File: src/ewma_lrv_pkg.sv
// Shared types and constants for the EWMA log-return variance block.
`default_nettype none

package ewma_lrv_pkg;

  localparam int unsigned MulOpW   = 64;
  localparam int unsigned MulProdW = 128;
  localparam int unsigned DivNumW  = 128;
  localparam int unsigned DivDenW  = 64;

  localparam logic [62:0] VAR_MAX   = 63'h7FFF_FFFF_FFFF_FFFF;
  localparam logic [63:0] ONE_Q62   = 64'h4000_0000_0000_0000;
  localparam logic [31:0] LN2_Q32   = 32'hB172_17F8;
  localparam logic [31:0] NS_PER_S  = 32'd1_000_000_000;
  localparam logic [31:0] NS_PER_US = 32'd1000;
  localparam logic [31:0] HL_RESET  = 32'd1_000_000;
  // Reciprocals for exact floor division by 6 and 24 of the small Taylor terms.
  localparam logic [31:0] RECIP6    = 32'd715_827_883;
  localparam logic [31:0] RECIP24   = 32'd178_956_971;
  localparam int unsigned LogFrac   = 26;
  localparam int unsigned ExpSquares = 16;

  typedef struct packed {
    logic        cmd;
    logic [31:0] mid_price;
    logic [62:0] timestamp_ns;
  } in_t;

  typedef struct packed {
    logic [62:0] variance;
    logic [31:0] sample_count;
    logic        updated;
  } out_t;

  typedef struct packed {
    logic                start;
    logic [MulOpW-1:0]   a;
    logic [MulOpW-1:0]   b;
  } mul_req_t;

  typedef struct packed {
    logic                done;
    logic [MulProdW-1:0] p;
  } mul_rsp_t;

  typedef struct packed {
    logic               start;
    logic [DivNumW-1:0] n;
    logic [DivDenW-1:0] d;
  } div_req_t;

  typedef struct packed {
    logic               done;
    logic [DivNumW-1:0] q;
  } div_rsp_t;

endpackage

`default_nettype wire

File: src/ewma_lrv_mul.sv
// 64x64 multiplier built from one 32x32 multiplier, reused for each partial product.
`default_nettype none

module ewma_lrv_mul (
  input  logic                   clk_i,
  input  logic                   rst_ni,
  input  ewma_lrv_pkg::mul_req_t req_i,
  output ewma_lrv_pkg::mul_rsp_t rsp_o
);

  logic [63:0]  a_q, b_q;
  logic [127:0] acc_q;
  logic [1:0]   step_q;
  logic         busy_q, done_q;
  logic [31:0]  x, y;
  logic [63:0]  pp;
  logic [127:0] term;

  always_comb begin
    x    = a_q[31:0];
    y    = b_q[31:0];
    case (step_q)
      2'd0: begin x = a_q[31:0];  y = b_q[31:0];  end
      2'd1: begin x = a_q[31:0];  y = b_q[63:32]; end
      2'd2: begin x = a_q[63:32]; y = b_q[31:0];  end
      default: begin x = a_q[63:32]; y = b_q[63:32]; end
    endcase
    pp = 64'(x) * 64'(y);
    case (step_q)
      2'd0:    term = 128'(pp);
      2'd3:    term = 128'(pp) << 64;
      default: term = 128'(pp) << 32;
    endcase
  end

  always_ff @(posedge clk_i or negedge rst_ni) begin
    if (!rst_ni) begin
      a_q    <= '0;
      b_q    <= '0;
      acc_q  <= '0;
      step_q <= '0;
      busy_q <= 1'b0;
      done_q <= 1'b0;
    end else begin
      done_q <= 1'b0;
      if (req_i.start) begin
        a_q    <= req_i.a;
        b_q    <= req_i.b;
        acc_q  <= '0;
        step_q <= '0;
        busy_q <= 1'b1;
      end else if (busy_q) begin
        acc_q  <= acc_q + term;
        step_q <= step_q + 2'd1;
        if (step_q == 2'd3) begin
          busy_q <= 1'b0;
          done_q <= 1'b1;
        end
      end
    end
  end

  assign rsp_o.done = done_q;
  assign rsp_o.p    = acc_q;

endmodule

`default_nettype wire

File: config.mk
export PLATFORM = sky130hd
export DESIGN_NAME = ewma_lrv_mul
export DESIGN_NICKNAME = d
export VERILOG_FILES = /design/src/ewma_lrv_pkg.sv /design/src/ewma_lrv_mul.sv
export SDC_FILE = /design/constraint.sdc
export NUM_CORES = 2
export LEC_CHECK = 0
export BUFFER_PORTS_ARGS = -buffer_cell sky130_fd_sc_hd__buf_2
export CORE_MARGIN = 2
export CORE_UTILIZATION = 65
export DETAILED_ROUTE_END_ITERATION = 16
export PLACE_DENSITY = 0.93
export RECOVER_POWER = 25
export SLEW_MARGIN = 20
export SYNTH_ARGS = -nofsm -noshare
export SYNTH_HDL_FRONTEND = slang
export SYNTH_SLANG_ARGS = --single-unit
File: constraint.sdc
create_clock -name clk_i -period 22.2 [get_ports clk_i]
set_input_delay 4.44 -clock clk_i [delete_from_list [all_inputs] [get_ports clk_i]]
set_output_delay 4.44 -clock clk_i [all_outputs]
set_load 0.01 [all_outputs]
==> results.json <==
{
  "synth_nets": 7359,
  "fin_worst_skew_ps": 50.4,
  "crit_slowest_cell": "mux2i_4",
  "path_clk_slew_ps": 70,
  "clk_latency_ps": 660,
  "fmax_ghz": 0.0660,
  "netlist_area_sq_um": 52300,
  "crit_fanout": 36,
  "cts_tree": "done",
  "max_cap_violations": 4,
  "hold_buffers": 0,
  "path_class": "reg2reg",
  "start_kind": "register",
  "globalplace.congestion": 1.08,
  "numCtsBuffers": 31,
  "status": "complete, but fails checks",
  "grt_use_met3_pct": 18.1,
  "use_met2_pct": 67.4,
  "vias": 46900,
  "setup_violations": 0,
  "slew_viol_final": 282,
  "grt_max_degree": 76,
  "ios": 260,
  "period_share_pct": 68.3,
  "core_area_sq_um": 80000,
  "antenna_left": 0,
  "layout_commonest_cell": "inv_1",
  "drtIter0Drc": 5713,
  "async_flop_share_pct": 100,
  "fin_area_sq_um": 55700,
  "cts-root-buf": "clkbuf_16",
  "track_usage_pct": 46.0,
  "stdcell_count": 7075,
  "grt_use_met1_pct": 56.2,
  "slew-limit-headroom_pct": -199,
  "grt_pass1_wl_microns": 286000,
  "start_util_pct": 65.3,
  "via_per_inst": 6.63,
  "routed_wl_microns": 188000,
  "gr-max-usage-layer": "met2",
  "finalSetupTns_ps": 0,
  "ys_types": 93,
  "numClockSinks": 260,
  "cp_slowest_stage_delay_ps": 880,
  "areaGrowthSynthToFinish_pct": 6.54,
  "wl_per_cell_microns": 26.6,
  "hold_viol": 0,
  "die_w_microns": 288,
  "synth.ff_latch_count": 260,
  "violations": "capacitance limit, slew limit",
  "place_ws_ps": 7720,
  "drt_first_pass_iters": 7,
  "final_nets": 7413,
  "final_cell_mix": "inv_1 (909), fa_1 (897), nor2_1 (798), nand2_1 (661), ha_1 (399)",
  "placedCellCount": 7012,
  "clockBufferDepth": 3,
  "synth.avg_cell_area_sq_um": 8.81,
  "hp-class": "reg2reg",
  "drc_errors": 0,
  "grt_pass1_vias": 49200,
  "yosysSeqAreaShare_pct": 12.4,
  "synth_edf_count": 0,
  "cp.required_ps": 22730,
  "layout-drive-gt1-share_pct": 11.0,
  "worst_pin_slew_ps": 4480,
  "cpMostUsedCell": "fa_1",
  "ys_warn_count": 0,
  "ys.flop_type": "dfrtp_1",
  "postCtsSetupBuffers": 0,
  "placed_area_sq_um": 54500,
  "fin_ws_ps": 7050,
  "fin_crit_ps": 15150,
  "die_area_sq_um": 82700,
  "globalRoute.totalOverflow": 0,
  "htree_num_levels": 1,
  "worstSetupEndpointType": "register",
  "io_buffers": 259,
  "rows": 104,
  "antenna_found_initial": 4,
  "syn_inst": 5931,
  "post_cts_resized": 0,
  "detailed_place_hpwl_microns": 150000,
  "cp.arrival_ps": 15680,
  "die_h_microns": 288,
  "rsz0062_at_grt": "false"
}
[cells by family after synthesis]
family                     count (synthesis)  synth area share (%)
adders and majority gates               1297                  43.9
and+or+nand+nor                         1793                  14.4
buffers and inverters                   1221                  8.85
muxes                                    321                  6.60
DFF                                      260                  12.4
xor gates and xnor gates                 184                  3.08
AOI/OAI and AO/OA                        855                  10.7
[worst max-delay path, delay by kind of cell (launching register included)]
kind	cells	cell delay, ps
muxes	1	880
buffers and inverters	4	1080
and+or+nand+nor	10	4290
adders and majority gates	11	5260
DFF	1	420
xor gates and xnor gates	1	330
AOI/OAI and AO/OA	12	2740
[per-layer routing]
| metal | wire length (microns) | vias up |
|---|---|---|
| li1 | - | 19000 |
| met1 | 62800 | 22700 |
| met2 | 80000 | 3859 |
| met3 | 28800 | 1277 |
| met4 | 16600 | 6 |
| met5 | 162 | - |
[cell type report]
class	instances	area (sq um)
well taps	1060	1330
clock buffers	37	838
diodes	7	17.5
fillers	5784	24300
flip-flops and latches	260	6510
clock inverters	19	379
multi-input cells	4450	41400
repair buffers	332	1830
inverters	910	3420
[stage by stage]
stage / utilization [%] / hold slack, ps
floorplan: - / 475
global placement: 68.1 / 495
detailed placement: 68.1 / 501
CTS: 69.6 / 523
global route: 69.6 / 549
finish: 69.6 / 522
[Yosys cell counts (all sizes together) (6+ instances only)]
cell	number	area (sq um)
a2111oi	6	85.1
a211oi	23	188
a21boi	14	113
a21o	97	728
a21oi	260	1320
a221oi	7	61.3
a22o	56	490
a31oi	22	144
a41oi	7	61.3
and2	75	470
and3	15	93.8
and4	9	78.8
buf	41	195
clkbuf	270	1020
dfrtp	260	6510
fa	897	18000
ha	400	5000
inv	910	3420
mux2	190	2140
mux2i	131	1310
nand2	662	2490
nand2b	14	87.6
nand3	42	215
nand4	85	532
nor2	803	3020
nor2b	19	119
nor3	32	165
nor4	10	62.6
o211ai	17	143
o21a	22	165
o21ai	189	957
o21bai	60	450
o221ai	7	61.3
o22ai	6	37.5
o31ai	22	185
o41ai	6	105
or2	7	43.8
or3	12	75.1
xnor2	114	998
xor2	70	613
[flip-flops by register name, summed over array words and instances, names as in the netlist]
register	count
done_q	1
step_q	2
b_q	64
busy_q	1
acc_q	128
a_q	64
[path summary, 6_finish.rpt]
| check | from | to | slack, ps | cells past startpoint |
|---|---|---|---|---|
| worst max-delay path | step_q[1] | acc_q[120] | 7050 | 39 |
| worst min-delay path | b_q[57] | b_q[57] | 520 | 1 |
| worst max register to register | step_q[1] | acc_q[120] | 7050 | 39 |
| worst min register to register | b_q[57] | b_q[57] | 520 | 1 |
| max in group asynchronous | rst_ni | busy_q | 11930 | 3 |
| min in group asynchronous | rst_ni | acc_q[69] | 4930 | 1 |
Power is not shown: default switching activity piles up to over one toggle a cycle in this logic, so the estimate is an artifact.
